--- src/lmcs_pkg.sv ---
// lmcs_pkg: shared types, constants and codes of the led dot matrix column scan
// no dependencies
`default_nettype none

package lmcs_pkg;

  // defaults of the top level parameters
  localparam int NUM_GLYPHS_DEF       = 128;
  localparam int TICKS_PER_COLUMN_DEF = 5;
  localparam int NUM_CHARS_DEF        = 4;
  localparam int QUEUE_DEPTH_DEF      = 4;

  localparam int GLYPH_COLS = 5;
  localparam int ROW_W      = 7;
  localparam int MAX_CHARS  = 8;
  localparam int NUM_REGS   = 4;
  localparam int PADDR_W    = 4;
  localparam int PDATA_W    = 32;

  localparam logic [ROW_W-1:0] CHAR_RESET = 7'd32;

  // configuration register indexes
  localparam logic [1:0] REG_CHAR_FIRST  = 2'd0;
  localparam logic [1:0] REG_CHAR_SECOND = 2'd1;
  localparam logic [1:0] REG_CHAR_THIRD  = 2'd2;
  localparam logic [1:0] REG_CHAR_FOURTH = 2'd3;

  localparam logic OP_TICK  = 1'b0;
  localparam logic OP_WRITE = 1'b1;

  typedef struct packed {
    logic             operation;
    logic [6:0]       glyph_code;
    logic [2:0]       glyph_column;
    logic [ROW_W-1:0] glyph_bits;
  } in_item_t;

  typedef struct packed {
    logic [GLYPH_COLS-1:0] column_select;
    logic                  shift_pulse;
    logic                  serial_data;
    logic                  display_enable;
    logic                  last;
  } out_item_t;

  typedef logic [MAX_CHARS-1:0][ROW_W-1:0] char_arr_t;

  typedef enum logic [1:0] {
    CMD_WRITE,
    CMD_START,
    CMD_SINGLE
  } cmd_kind_t;

  // one queued command from the front to the back
  typedef struct packed {
    cmd_kind_t             kind;
    logic [GLYPH_COLS-1:0] sel;
    logic                  shift_en;
    logic                  enable;
    logic [2:0]            column;
    logic [6:0]            wr_code;
    logic [2:0]            wr_col;
    logic [ROW_W-1:0]      wr_bits;
  } cmd_t;

  typedef enum logic [1:0] {
    BK_IDLE,
    BK_READ,
    BK_SHIFT,
    BK_FINAL
  } back_state_t;

endpackage

`default_nettype wire

--- src/lmcs_ram.sv ---
// lmcs_ram: generic ram with separate write and read ports, one write and one registered read a cycle
// no dependencies
`default_nettype none

module lmcs_ram #(
  parameter int WIDTH = 7,
  parameter int DEPTH = 640
) (
  input  wire logic                     clk,
  input  wire logic                     we,
  input  wire logic [$clog2(DEPTH)-1:0] waddr,
  input  wire logic [WIDTH-1:0]         wdata,
  input  wire logic                     re,
  input  wire logic [$clog2(DEPTH)-1:0] raddr,
  output logic      [WIDTH-1:0]         rdata_r
);

  logic [WIDTH-1:0] mem_r [DEPTH];

  always_ff @(posedge clk) begin
    if (we) begin
      mem_r[waddr] <= wdata;
    end
    if (re) begin
      rdata_r <= mem_r[raddr];
    end
  end

endmodule

`default_nettype wire

--- src/lmcs_front.sv ---
// lmcs_front: accepts input items, keeps the scan timing, emits commands
// depends on lmcs_pkg
`default_nettype none

module lmcs_front #(
  parameter int NUM_GLYPHS       = lmcs_pkg::NUM_GLYPHS_DEF,
  parameter int TICKS_PER_COLUMN = lmcs_pkg::TICKS_PER_COLUMN_DEF
) (
  input  wire logic               clk,
  input  wire logic               rst_n,
  input  wire logic               in_valid,
  output logic                    in_ready,
  input  wire lmcs_pkg::in_item_t in_data,
  output logic                    q_push,
  output lmcs_pkg::cmd_t          q_data,
  input  wire logic               q_full
);
  import lmcs_pkg::*;

  localparam int PHW = $clog2(TICKS_PER_COLUMN);

  logic [PHW-1:0]        phase_r, phase_nxt;
  logic [2:0]            col_r, col_nxt;
  logic                  enable_r, enable_nxt;
  logic [GLYPH_COLS-1:0] sel_r, sel_nxt;
  logic                  accept;
  logic                  wr_ok;

  assign in_ready = !q_full;
  assign accept   = in_valid && in_ready;
  assign wr_ok    = (int'(in_data.glyph_code) < NUM_GLYPHS)
                 && (in_data.glyph_column < 3'(GLYPH_COLS));

  always_comb begin
    phase_nxt  = phase_r;
    col_nxt    = col_r;
    enable_nxt = enable_r;
    sel_nxt    = sel_r;
    q_push     = 1'b0;
    q_data     = '0;
    q_data.wr_code = in_data.glyph_code;
    q_data.wr_col  = in_data.glyph_column;
    q_data.wr_bits = in_data.glyph_bits;
    q_data.shift_en = enable_r;
    if (accept) begin
      if (in_data.operation == OP_WRITE) begin
        q_push      = wr_ok;
        q_data.kind = CMD_WRITE;
      end else begin
        q_push = 1'b1;
        if (phase_r == '0) begin
          q_data.kind = CMD_START;
          sel_nxt     = GLYPH_COLS'(1) << col_r;
          enable_nxt  = 1'b1;
        end else begin
          q_data.kind = CMD_SINGLE;
        end
        if (phase_r == PHW'(TICKS_PER_COLUMN - 1)) begin
          phase_nxt  = '0;
          enable_nxt = 1'b0;
          col_nxt    = (col_r == 3'(GLYPH_COLS - 1)) ? 3'd0 : col_r + 3'd1;
        end else begin
          phase_nxt = phase_r + PHW'(1);
        end
        q_data.sel    = sel_nxt;
        q_data.enable = enable_nxt;
        q_data.column = col_r;
      end
    end
  end

  always_ff @(posedge clk) begin
    if (!rst_n) begin
      phase_r  <= '0;
      col_r    <= '0;
      enable_r <= 1'b0;
      sel_r    <= '0;
    end else begin
      phase_r  <= phase_nxt;
      col_r    <= col_nxt;
      enable_r <= enable_nxt;
      sel_r    <= sel_nxt;
    end
  end

endmodule

`default_nettype wire

--- src/lmcs_queue.sv ---
// lmcs_queue: short command fifo between front and back
// depends on lmcs_pkg
`default_nettype none

module lmcs_queue #(
  parameter int DEPTH = lmcs_pkg::QUEUE_DEPTH_DEF
) (
  input  wire logic           clk,
  input  wire logic           rst_n,
  input  wire logic           push,
  input  wire lmcs_pkg::cmd_t push_data,
  output logic                full,
  input  wire logic           pop,
  output logic                not_empty,
  output lmcs_pkg::cmd_t      pop_data
);
  import lmcs_pkg::*;

  localparam int PW = (DEPTH > 1) ? $clog2(DEPTH) : 1;
  localparam int CW = $clog2(DEPTH + 1);

  cmd_t          mem_r [DEPTH];
  logic [PW-1:0] wr_ptr_r, rd_ptr_r;
  logic [CW-1:0] count_r;

  assign full      = (count_r == CW'(DEPTH));
  assign not_empty = (count_r != '0);
  assign pop_data  = mem_r[rd_ptr_r];

  always_ff @(posedge clk) begin
    if (push) begin
      mem_r[wr_ptr_r] <= push_data;
    end
  end

  always_ff @(posedge clk) begin
    if (!rst_n) begin
      wr_ptr_r <= '0;
      rd_ptr_r <= '0;
      count_r  <= '0;
    end else begin
      if (push) begin
        wr_ptr_r <= (wr_ptr_r == PW'(DEPTH - 1)) ? '0 : wr_ptr_r + PW'(1);
      end
      if (pop) begin
        rd_ptr_r <= (rd_ptr_r == PW'(DEPTH - 1)) ? '0 : rd_ptr_r + PW'(1);
      end
      if (push && !pop) begin
        count_r <= count_r + CW'(1);
      end else if (pop && !push) begin
        count_r <= count_r - CW'(1);
      end
    end
  end

endmodule

`default_nettype wire

--- src/lmcs_back.sv ---
// lmcs_back: runs queued commands, owns the font ram and the output register
// depends on lmcs_pkg and lmcs_ram
`default_nettype none

module lmcs_back #(
  parameter int NUM_GLYPHS = lmcs_pkg::NUM_GLYPHS_DEF,
  parameter int NUM_CHARS  = lmcs_pkg::NUM_CHARS_DEF
) (
  input  wire logic                clk,
  input  wire logic                rst_n,
  input  wire lmcs_pkg::char_arr_t chars,
  input  wire logic                q_valid,
  input  wire lmcs_pkg::cmd_t      q_data,
  output logic                     q_pop,
  output logic                     out_valid,
  input  wire logic                out_ready,
  output lmcs_pkg::out_item_t      out_data
);
  import lmcs_pkg::*;

  localparam int DEPTH = NUM_GLYPHS * GLYPH_COLS;
  localparam int AW    = $clog2(DEPTH);
  localparam int DW    = (NUM_CHARS > 1) ? $clog2(NUM_CHARS) : 1;

  back_state_t      state_r, state_nxt;
  cmd_t             cmd_r, cmd_nxt;
  logic [DW-1:0]    d_r, d_nxt;
  logic [2:0]       b_r, b_nxt;
  logic             blank_r, blank_nxt;
  logic             out_valid_r, out_valid_nxt;
  out_item_t        out_r, out_nxt;
  logic             out_free;
  logic             ram_we, ram_re;
  logic [AW-1:0]    ram_waddr, ram_raddr;
  logic [ROW_W-1:0] ram_rdata;
  logic [ROW_W-1:0] word;
  logic [6:0]       code;

  lmcs_ram #(.WIDTH(ROW_W), .DEPTH(DEPTH)) u_font (
    .clk     (clk),
    .we      (ram_we),
    .waddr   (ram_waddr),
    .wdata   (q_data.wr_bits),
    .re      (ram_re),
    .raddr   (ram_raddr),
    .rdata_r (ram_rdata)
  );

  assign out_free  = !out_valid_r || out_ready;
  assign out_valid = out_valid_r;
  assign out_data  = out_r;
  // last character goes out first
  assign code      = chars[3'(NUM_CHARS - 1) - 3'(d_r)];
  assign ram_waddr = AW'(q_data.wr_code) * AW'(GLYPH_COLS) + AW'(q_data.wr_col);
  assign ram_raddr = AW'(code) * AW'(GLYPH_COLS) + AW'(cmd_r.column);
  assign word      = blank_r ? '0 : ram_rdata;

  always_comb begin
    state_nxt     = state_r;
    cmd_nxt       = cmd_r;
    d_nxt         = d_r;
    b_nxt         = b_r;
    blank_nxt     = blank_r;
    out_nxt       = out_r;
    out_valid_nxt = out_ready ? 1'b0 : out_valid_r;
    q_pop         = 1'b0;
    ram_we        = 1'b0;
    ram_re        = 1'b0;
    unique case (state_r)
      BK_IDLE: begin
        if (q_valid) begin
          unique case (q_data.kind)
            CMD_WRITE: begin
              q_pop  = 1'b1;
              ram_we = 1'b1;
            end
            CMD_SINGLE: begin
              if (out_free) begin
                q_pop         = 1'b1;
                out_valid_nxt = 1'b1;
                out_nxt       = '{column_select: q_data.sel, shift_pulse: 1'b0,
                                  serial_data: 1'b0, display_enable: q_data.enable,
                                  last: 1'b1};
              end
            end
            CMD_START: begin
              q_pop     = 1'b1;
              cmd_nxt   = q_data;
              d_nxt     = '0;
              state_nxt = BK_READ;
            end
            default: ;
          endcase
        end
      end
      BK_READ: begin
        ram_re    = 1'b1;
        blank_nxt = !(int'(code) < NUM_GLYPHS);
        b_nxt     = 3'(ROW_W - 1);
        state_nxt = BK_SHIFT;
      end
      BK_SHIFT: begin
        if (out_free) begin
          out_valid_nxt = 1'b1;
          out_nxt       = '{column_select: cmd_r.sel, shift_pulse: 1'b1,
                            serial_data: word[b_r], display_enable: cmd_r.shift_en,
                            last: 1'b0};
          if (b_r == '0) begin
            if (d_r == DW'(NUM_CHARS - 1)) begin
              state_nxt = BK_FINAL;
            end else begin
              d_nxt     = d_r + DW'(1);
              state_nxt = BK_READ;
            end
          end else begin
            b_nxt = b_r - 3'd1;
          end
        end
      end
      BK_FINAL: begin
        if (out_free) begin
          out_valid_nxt = 1'b1;
          out_nxt       = '{column_select: cmd_r.sel, shift_pulse: 1'b0,
                            serial_data: 1'b0, display_enable: cmd_r.enable,
                            last: 1'b1};
          state_nxt     = BK_IDLE;
        end
      end
      default: state_nxt = BK_IDLE;
    endcase
  end

  always_ff @(posedge clk) begin
    if (!rst_n) begin
      state_r     <= BK_IDLE;
      out_valid_r <= 1'b0;
    end else begin
      state_r     <= state_nxt;
      out_valid_r <= out_valid_nxt;
    end
  end

  always_ff @(posedge clk) begin
    cmd_r   <= cmd_nxt;
    d_r     <= d_nxt;
    b_r     <= b_nxt;
    blank_r <= blank_nxt;
    out_r   <= out_nxt;
  end

`ifndef SYNTH
  a_shift_onehot: assert property (@(posedge clk) disable iff (!rst_n)
    out_valid_r && out_r.shift_pulse |-> $onehot(out_r.column_select))
    else $error("shift result without a single driven column");
  a_shift_not_last: assert property (@(posedge clk) disable iff (!rst_n)
    out_valid_r && out_r.shift_pulse |-> !out_r.last)
    else $error("shift result marked last");
  a_data_idle: assert property (@(posedge clk) disable iff (!rst_n)
    out_valid_r && !out_r.shift_pulse |-> !out_r.serial_data && out_r.last)
    else $error("non-shift result carries data or is not last");
  a_read_then_shift: assert property (@(posedge clk) disable iff (!rst_n)
    state_r == BK_READ |=> state_r == BK_SHIFT)
    else $error("font read not followed by shifting");
`endif

endmodule

`default_nettype wire

--- src/led_dot_matrix_column_scan.sv ---
// led_dot_matrix_column_scan: top level, config registers and front/queue/back
// depends on lmcs_pkg, lmcs_front, lmcs_queue, lmcs_back
//
//  channel | direction | handshake          | payload
//  in_     | input     | in_valid/in_ready  | in_data (lmcs_pkg::in_item_t)
//  out_    | output    | out_valid/out_ready| out_data (lmcs_pkg::out_item_t)
//  apb     | input     | psel/penable/pready| paddr, pwdata, prdata
//
// a font write or a mid-period tick is done in the back from the idle state; a column
// start tick runs one font ram read and then seven shifted output bits for each
// character, followed by one final output item
// the front takes a new item every cycle while the command queue has room
// output stalls hold the back; the front keeps going until the queue fills
// synchronous active-low reset; the font ram is not cleared, no sweep after reset
`default_nettype none

module led_dot_matrix_column_scan #(
  parameter int NUM_GLYPHS       = lmcs_pkg::NUM_GLYPHS_DEF,
  parameter int TICKS_PER_COLUMN = lmcs_pkg::TICKS_PER_COLUMN_DEF,
  parameter int NUM_CHARS        = lmcs_pkg::NUM_CHARS_DEF,
  parameter int QUEUE_DEPTH      = lmcs_pkg::QUEUE_DEPTH_DEF
) (
  input  wire logic                         clk,
  input  wire logic                         rst_n,
  // input items
  input  wire logic                         in_valid,
  output logic                              in_ready,
  input  wire lmcs_pkg::in_item_t           in_data,
  // result items
  output logic                              out_valid,
  input  wire logic                         out_ready,
  output lmcs_pkg::out_item_t               out_data,
  // register port
  input  wire logic                         psel,
  input  wire logic                         penable,
  input  wire logic                         pwrite,
  input  wire logic [lmcs_pkg::PADDR_W-1:0] paddr,
  input  wire logic [lmcs_pkg::PDATA_W-1:0] pwdata,
  output logic      [lmcs_pkg::PDATA_W-1:0] prdata,
  output logic                              pready
);
  import lmcs_pkg::*;

  logic [NUM_REGS-1:0][ROW_W-1:0] char_r;
  logic [1:0]                     reg_idx;
  logic                           reg_wr;
  char_arr_t                      chars;

  logic q_push, q_full, q_pop, q_not_empty;
  cmd_t q_push_data, q_pop_data;

  // register file: one glyph code per character position
  assign pready  = 1'b1;
  assign reg_idx = paddr[3:2];
  assign reg_wr  = psel && penable && pwrite && pready;
  assign prdata  = {{(PDATA_W - ROW_W){1'b0}}, char_r[reg_idx]};

  always_ff @(posedge clk) begin
    if (!rst_n) begin
      char_r[REG_CHAR_FIRST]  <= CHAR_RESET;
      char_r[REG_CHAR_SECOND] <= CHAR_RESET;
      char_r[REG_CHAR_THIRD]  <= CHAR_RESET;
      char_r[REG_CHAR_FOURTH] <= CHAR_RESET;
    end else if (reg_wr) begin
      char_r[reg_idx] <= pwdata[ROW_W-1:0];
    end
  end

  // positions beyond the registered four always show the reset code
  always_comb begin
    for (int i = 0; i < MAX_CHARS; i++) begin
      chars[i] = (i < NUM_REGS) ? char_r[i[1:0]] : CHAR_RESET;
    end
  end

  // front: scan timing and item classification
  lmcs_front #(
    .NUM_GLYPHS       (NUM_GLYPHS),
    .TICKS_PER_COLUMN (TICKS_PER_COLUMN)
  ) u_front (
    .clk      (clk),
    .rst_n    (rst_n),
    .in_valid (in_valid),
    .in_ready (in_ready),
    .in_data  (in_data),
    .q_push   (q_push),
    .q_data   (q_push_data),
    .q_full   (q_full)
  );

  // command queue decouples the two sides
  lmcs_queue #(.DEPTH(QUEUE_DEPTH)) u_queue (
    .clk       (clk),
    .rst_n     (rst_n),
    .push      (q_push),
    .push_data (q_push_data),
    .full      (q_full),
    .pop       (q_pop),
    .not_empty (q_not_empty),
    .pop_data  (q_pop_data)
  );

  // back: font ram, shift sequencer and output register
  lmcs_back #(
    .NUM_GLYPHS (NUM_GLYPHS),
    .NUM_CHARS  (NUM_CHARS)
  ) u_back (
    .clk       (clk),
    .rst_n     (rst_n),
    .chars     (chars),
    .q_valid   (q_not_empty),
    .q_data    (q_pop_data),
    .q_pop     (q_pop),
    .out_valid (out_valid),
    .out_ready (out_ready),
    .out_data  (out_data)
  );

endmodule

`default_nettype wire
--- config.mk ---
export PLATFORM = sky130hd
export DESIGN_NAME = led_dot_matrix_column_scan
export DESIGN_NICKNAME = d
export VERILOG_FILES = /design/src/lmcs_pkg.sv /design/src/lmcs_ram.sv /design/src/lmcs_front.sv /design/src/lmcs_queue.sv /design/src/lmcs_back.sv /design/src/led_dot_matrix_column_scan.sv
export SDC_FILE = /design/constraint.sdc
export NUM_CORES = 2
export LEC_CHECK = 0
export BUFFER_PORTS_ARGS = -buffer_cell sky130_fd_sc_hd__buf_4
export CAP_MARGIN = 20
export CORE_ASPECT_RATIO = 0.5
export CORE_UTILIZATION = 35
export CTS_CLUSTER_SIZE = 16
export DETAILED_ROUTE_END_ITERATION = 12
export HOLD_SLACK_MARGIN = 0.02
export PLACE_DENSITY = 0.55
export SYNTH_ARGS = -nofsm -noshare
export SYNTH_HDL_FRONTEND = slang
export SYNTH_MEMORY_MAX_BITS = 65536
export SYNTH_SLANG_ARGS = --single-unit
--- constraint.sdc ---
create_clock -name clk -period 9.1 [get_ports clk]
set_clock_uncertainty 0.1 [all_clocks]
set_input_delay 0.455 -clock clk [delete_from_list [all_inputs] [get_ports clk]]
set_output_delay 0.455 -clock clk [all_outputs]
set_load 0.02 [all_outputs]
# [Yosys cells after proc, flatten, opt, wreduce, memory -nomap -nowiden]
# Memory sizes are Yosys's and may differ from the RTL's. A register that Yosys moved wholly into a read port is not among the register bits.
# Cells that the tools add are included.
[word_totals] register_bits=74 latchBits=0 ramBits=4596 romBits=0 inputBits=61 out_inout_bits=44 word_cells=162 mem_count=2
[op_classes] add_sub_neg=11 mul=2 div_mod_pow=0 n_lt_le_gt_ge=5 n_eq_ne=20 shifts=1 mux=67 bitwise=1 n_reduce_logical=29
[memory_table] memory="u_back.u_font.mem_r" depth=640 word_bits=7 read_ports=1 rd_clocked_by_memory_dff=1 wr=1 line_no="lmcs_ram.sv:18" source="logic [WIDTH-1:0] mem_r [DEPTH];"
[memory_table] memory="u_queue.mem_r" depth=4 word_bits=29 read_ports=1 rd_clocked_by_memory_dff=1 wr=1 line_no="lmcs_queue.sv:22" source="cmd_t mem_r [DEPTH];"
[ops] op="$mux W9" count=5
[ops] op="$mux W2" count=17
[ops] op="$bwmux W28" count=1
[ops] op="$mux W7" count=4
[ops] op="$pmux W9 S3" count=1
[ops] op="$bmux W7 S3" count=1
[ops] op="$add A10 B3 Y10" count=2
[ops] op="$mul A7 B3 Y10 const B" count=2
[ops] op="$mux W1" count=20
[ops] op="$mux W3" count=6
[ops] op="$bmux W7 S2" count=1
[ops] op="$demux W7 S2" count=1
[ops] op="$eq A2 B2 Y1 const B" count=6
[ops] op="$reduce_and A6 Y1" count=2
[ops] op="$mux W5" count=2
[ops] op="$ne A2 B2 Y1 const B" count=5
[ops] op="$add A3 B1 Y3 const B" count=3
[ops] op="$eq A3 B3 Y1 const B" count=3
[ops] op="$reduce_and A3 Y1" count=3
[ops] op="$lt A3 B4 Y1 const B" count=2
[ops] op="$mux W4" count=2
[ops] op="$ne A2 B1 Y1 const B" count=4
[ops] op="$pmux W2 S4" count=1
[ops] op="$add A2 B1 Y2 const B" count=3
[ops] op="other kinds (22)" count=39

# [Logic depth before layout (Yosys ltp)]
[logic_depth] ltp_word=9 depth_mapped=19 mapped_depth_nobuf=14

# [Hierarchy]
# Synthesis repeated with hierarchy kept, for this count alone.
[unflattened] hier_cells=9033 area_unflattened_um2=184111.6
[modules_own_cells] mod="lmcs_ram" instances=1 cells_each=8394 area_per_inst_um2=174771.4 seq_area_each_um2=134739.2
[modules_own_cells] mod="lmcs_queue" instances=1 cells_each=195 area_per_inst_um2=4652.0 seq_area_each_um2=3663.5
[modules_own_cells] mod="lmcs_back" instances=1 cells_each=191 area_per_inst_um2=2255.9 seq_area_each_um2=780.7
[modules_own_cells] mod="led_dot_matrix_column_scan" instances=1 cells_each=140 area_per_inst_um2=1476.4 seq_area_each_um2=560.5
[modules_own_cells] mod="lmcs_front" instances=1 cells_each=113 area_per_inst_um2=955.9 seq_area_each_um2=240.2

# [Worst setup path before layout]
# OpenSTA, ideal clock, no wires.
[synth_path] kind="flip-flop to flip-flop" start="reg (tool-made name)" end="mem u_back.u_font.mem_r[0][0] (data pin)" setup_ps=1079 t_arrival_ps=5653 required_time_ps=7921 path_slack_ps=2268 path_stages_with_launch=4 n_path_buf=2 synth_period_minus_slack_ps=6832 path_cell_list="dfxtp_1 buf_2 buf_1 mux4_2"
[synth_lines] item="end, declared" line_no="lmcs_ram.sv:18"

# [Worst setup path after layout]
[layout_path] start="reg u_back.d_r[0]" end="reg u_back.u_font.rdata_r[2], read port of u_back.u_font.mem_r (data pin)"
[layout_between] elab_chain_len=5
[layout_rtl] item="start, declared" line_no="lmcs_back.sv:27" source="logic [DW-1:0] d_r, d_nxt;"
[layout_rtl] item="start signal, assigned" line_no="lmcs_back.sv:145" source="d_r <= d_nxt;"
[layout_rtl] item="$sub A2 B2 Y3" line_no="lmcs_back.sv:53" source="assign code = chars[3'(NUM_CHARS - 1) - 3'(d_r)];"
[layout_rtl] item="$bmux W7 S3" line_no="lmcs_back.sv:53"
[layout_rtl] item="$mux W7 (not written as such)" line_no="lmcs_back.sv:53"
[layout_rtl] item="$mul A7 B3 Y10" line_no="lmcs_back.sv:55" source="assign ram_raddr = AW'(code) * AW'(GLYPH_COLS) + AW'(cmd_r.column);"
[layout_rtl] item="$add A10 B3 Y10" line_no="lmcs_back.sv:55"
[layout_rtl] item="end, declared" line_no="lmcs_ram.sv:15" source="output logic [WIDTH-1:0] rdata_r"
# Every way passes these cells. The select of a mux whose other input is x is not followed.
# A chain may end at the register's enable or synchronous reset.

==> flow_summary.ini <==
[floorplan]
ioPinCount = 105
die_ar_um2 = 527000
core_region_area_um2 = 521000
die_w_um = 1030
initial_utilization_pct = 35.3
placement_rows = 187
die_height_um = 514

[critical_path]
worstSetupPathDepth = 13
ff2ff_setup_slack_ns = 1.30
worst_path_max_delay_cell = sky130_fd_sc_hd__fa_4
critical_path.endpoint_type = register
cp_data_required_time_ns = 9.86
crit_start = u_back.d_r[0]
worst_r2r_startpoint = u_back.d_r[0]
slowest_delay_ns = 1.23
cp.arrival_ns = 8.56
setup.worst_path.end = u_back.u_font.rdata_r[2]
number_of_cells_traversed_by_the_worst_register_to_register_path = 13
critPathMaxFanout = 23
crit_chain = mux4_2 -> ha_1 -> ha_1 -> inv_1 -> fa_4 -> clkinv_2 -> buf_4 -> mux4_2 -> nor2_1 -> nor3_1 -> a211oi_1 -> o31ai_1 -> and4_1
timing.critical_path.from_type = register
worst-path-buf-inv = 3
critPathTopFamily = adder cells
regToRegEndpoint = u_back.u_font.rdata_r[2]
path_class = register to register

[power]
worst_ir_drop_vdd_mv = 0.641
p_seq_share_pct = 44.4
internal_power_mw = 42.1
power.switching_fraction_pct = 31.4
switchingPower_mw = 19.3
total_power_mw = 61.3
p_clk_share_pct = 30.2
pwr_density_cell_nw_per_um2 = 296
share_of_power_burned_in_combinational_logic_pct = 25.4
cellLeakagePower_nw = 64.0

[sta]
grt_setup_unrepaired = no
finalSetupViolations = 0
max_slew_margin_pct = 10.7
final.setup.tns_ns = 0
hold_viol = 0
finalWorstSetupSlack_ns = 1.30
max_slew.worst_pin.slew_ns = 1.34
minimum_period_implied_by_the_final_worst_setup_slack_ns = 7.80
clock.fmax_ghz = 0.128
slew_violations = 0
finalCritPeriodShare_pct = 85.7

[synth]
yosysWarnings = 0
yosysTopAreaCellShare_pct = 75.7
synth_flop_type = sky130_fd_sc_hd__edfxtp_1
netlist_top_cells_count = sky130_fd_sc_hd__edfxtp_1, sky130_fd_sc_hd__mux4_2, sky130_fd_sc_hd__nor2_1, sky130_fd_sc_hd__nand2_1, sky130_fd_sc_hd__clkbuf_1
synth.lib_cells_used.distinct = 77
number_of_instances_in_the_synthesized_netlist = 8460
async_reset_ff_share_pct = 0
synth-edff-count = 4627
sequential_fraction_of_the_synthesis_area_pct = 76.3
count_leader_synth = sky130_fd_sc_hd__edfxtp_1
synth-seq-cells = 4679
post-synth-top-area-cell = sky130_fd_sc_hd__edfxtp_1
syn_area_um2 = 184000
post_synth.cell_area_avg_um2 = 21.7
synth.area.top_cells = sky130_fd_sc_hd__edfxtp_1, sky130_fd_sc_hd__mux4_2, sky130_fd_sc_hd__nor2_1

[grt]
track_usage_pct = 18.3
grt_pass1_wl_um = 691000
grt_remaining_overflow = 0
grt_start_max_net_pins = 226
antenna_found_initial = 42
grt_pass1_vias = 88000

[cts]
cts.clk_slew.worst_paths_ns = 0.06
clock_sink_count = 4679
inserted_clock_buffers = 445
clk_latency_ns = 1.01
postCtsSetupRepairBufs = 0
clk_path_buf_depth = 4
tritoncts = done
cts_hold_buffers = 43
cts.root.buffer_cell = sky130_fd_sc_hd__clkbuf_16
cts-htree-levels = 5
cts_resized = 0

[outcome]
status = finished, final reports clean

[detailed_routing]
dr.first_iter.drc_count = 10500
wl_um = 493000
ant_nets = 0
number_of_detailed_route_iterations_in_the_first_pass = 5
num_vias = 88100
post_detailed_route_via_to_cell_ratio = 5.48
drt-wirelength-per-cell_um = 30.7
post_route_drc = 0

[final_layout]
layout-drive-gt1-share_pct = 25.7
finish.net_count = 8819
fillers = 45900
area_delta_synth_final_pct = 12.9

[placement]
gp_routability_congestion = 0.798
portBuffers = 51
dp_hpwl_um = 288000
dp_worst_setup_slack_ns = 1.34

[worst_hold_path]
hp-class = input port to register

[flow_run]
maxCapViolations = 0
cell families after synthesis:
family	synth area share, %
other	0.00409
muxes	17.4
and+or+nand+nor	3.06
adders and majority gates	0.428
xor gates and xnor gates	0.0948
AOI/OAI and AO/OA	1.02
buffers and inverters	1.71
DFF	76.3
cells in the final DEF, fill, tap and decap left out, types with 92 or more instances in the layout:
| master | instances |
|---|---|
| sky130_fd_sc_hd__nor2_1 | 706 |
| sky130_fd_sc_hd__mux2i_1 | 143 |
| sky130_fd_sc_hd__mux4_2 | 1345 |
| sky130_fd_sc_hd__nand2_1 | 345 |
| sky130_fd_sc_hd__edfxtp_1 | 4627 |
| sky130_fd_sc_hd__clkbuf_16 | 453 |
| sky130_fd_sc_hd__clkbuf_1 | 92 |
| sky130_fd_sc_hd__buf_4 | 212 |
| sky130_fd_sc_hd__clkinv_1 | 94 |
power groups by stage:
stage	sequential, mW	combinational [mW]	clock [mW]
2_1_floorplan	28.5	8.69	0
3_3_place_gp	27.7	15.4	0
3_5_place_dp	27.7	15.6	0
4_1_cts	27.2	15.6	18.8
5_1_grt	27.2	16.3	19.6
6_report	27.2	15.6	18.5
routing by layer:
metal	vias up	part of all wire, %	GRT usage (%)
li1	35600	-	-
met1	48300	43	27.0
met2	3599	46	28.3
met3	597	8.2	3.54
met4	6	2.1	4.05
met5	-	0.0059	0
layout make-up:
class | instances | area (µm²) | share of cell area, %
Sequential cell | 4679 | 140000 | 67.5
Multi-Input combinational cell | 3222 | 40900 | 19.8
Clock buffer | 545 | 11700 | 5.64
Tap cell | 6993 | 8750 | 4.22
Timing Repair Buffer | 318 | 3160 | 1.52
Clock inverter | 263 | 2600 | 1.25
Inverter | 31 | 118 | 0.0567
Antenna cell | 16 | 40.0 | 0.0193
stage by stage:
stage / std cells / instance area, µm² / utilization [%] / hold WS [ns]
final: 16100 / 207000 / 39.8 / 0.113
after global routing: 16100 / 207000 / 39.8 / 0.0813
after CTS: 16000 / 207000 / 39.8 / 0.0233
after detailed placement: 15200 / 192000 / 37.0 / 0.358
after global placement: 15200 / 192000 / 37.0 / 0.357
after floorplan: 8484 / 184000 / - / 0.344
worst min-delay path by stage:
stage	startpoint	to	depth (start not counted)
floorplan	u_front.sel_r[3]	u_front.sel_r[3]	2
global placement	u_front.sel_r[3]	u_front.sel_r[3]	2
detailed placement	u_front.sel_r[3]	u_front.sel_r[3]	2
CTS	in_data[3]	u_queue.mem_r[3][3]	2
global route	in_data[3]	u_queue.mem_r[2][3]	2
finish	in_data[3]	u_queue.mem_r[3][3]	2
registers in the layout, indices dropped and copies added (netlist names), named ones only:
name and cells:
u_back.u_font.mem_r 4480, u_queue.mem_r 116, char_r 28, u_back.cmd_r 10
u_back.out_data 9, u_back.u_font.rdata_r 7, u_front.sel_r 5, u_back.b_r 3
u_front.col_r 3, u_front.phase_r 3, u_queue.count_r 3, u_back.d_r 2
u_back.state_r 2, u_queue.rd_ptr_r 2, u_queue.wr_ptr_r 2, u_back.out_valid 1
u_front.enable_r 1
Note: power is estimated with default switching activity, not from simulation.
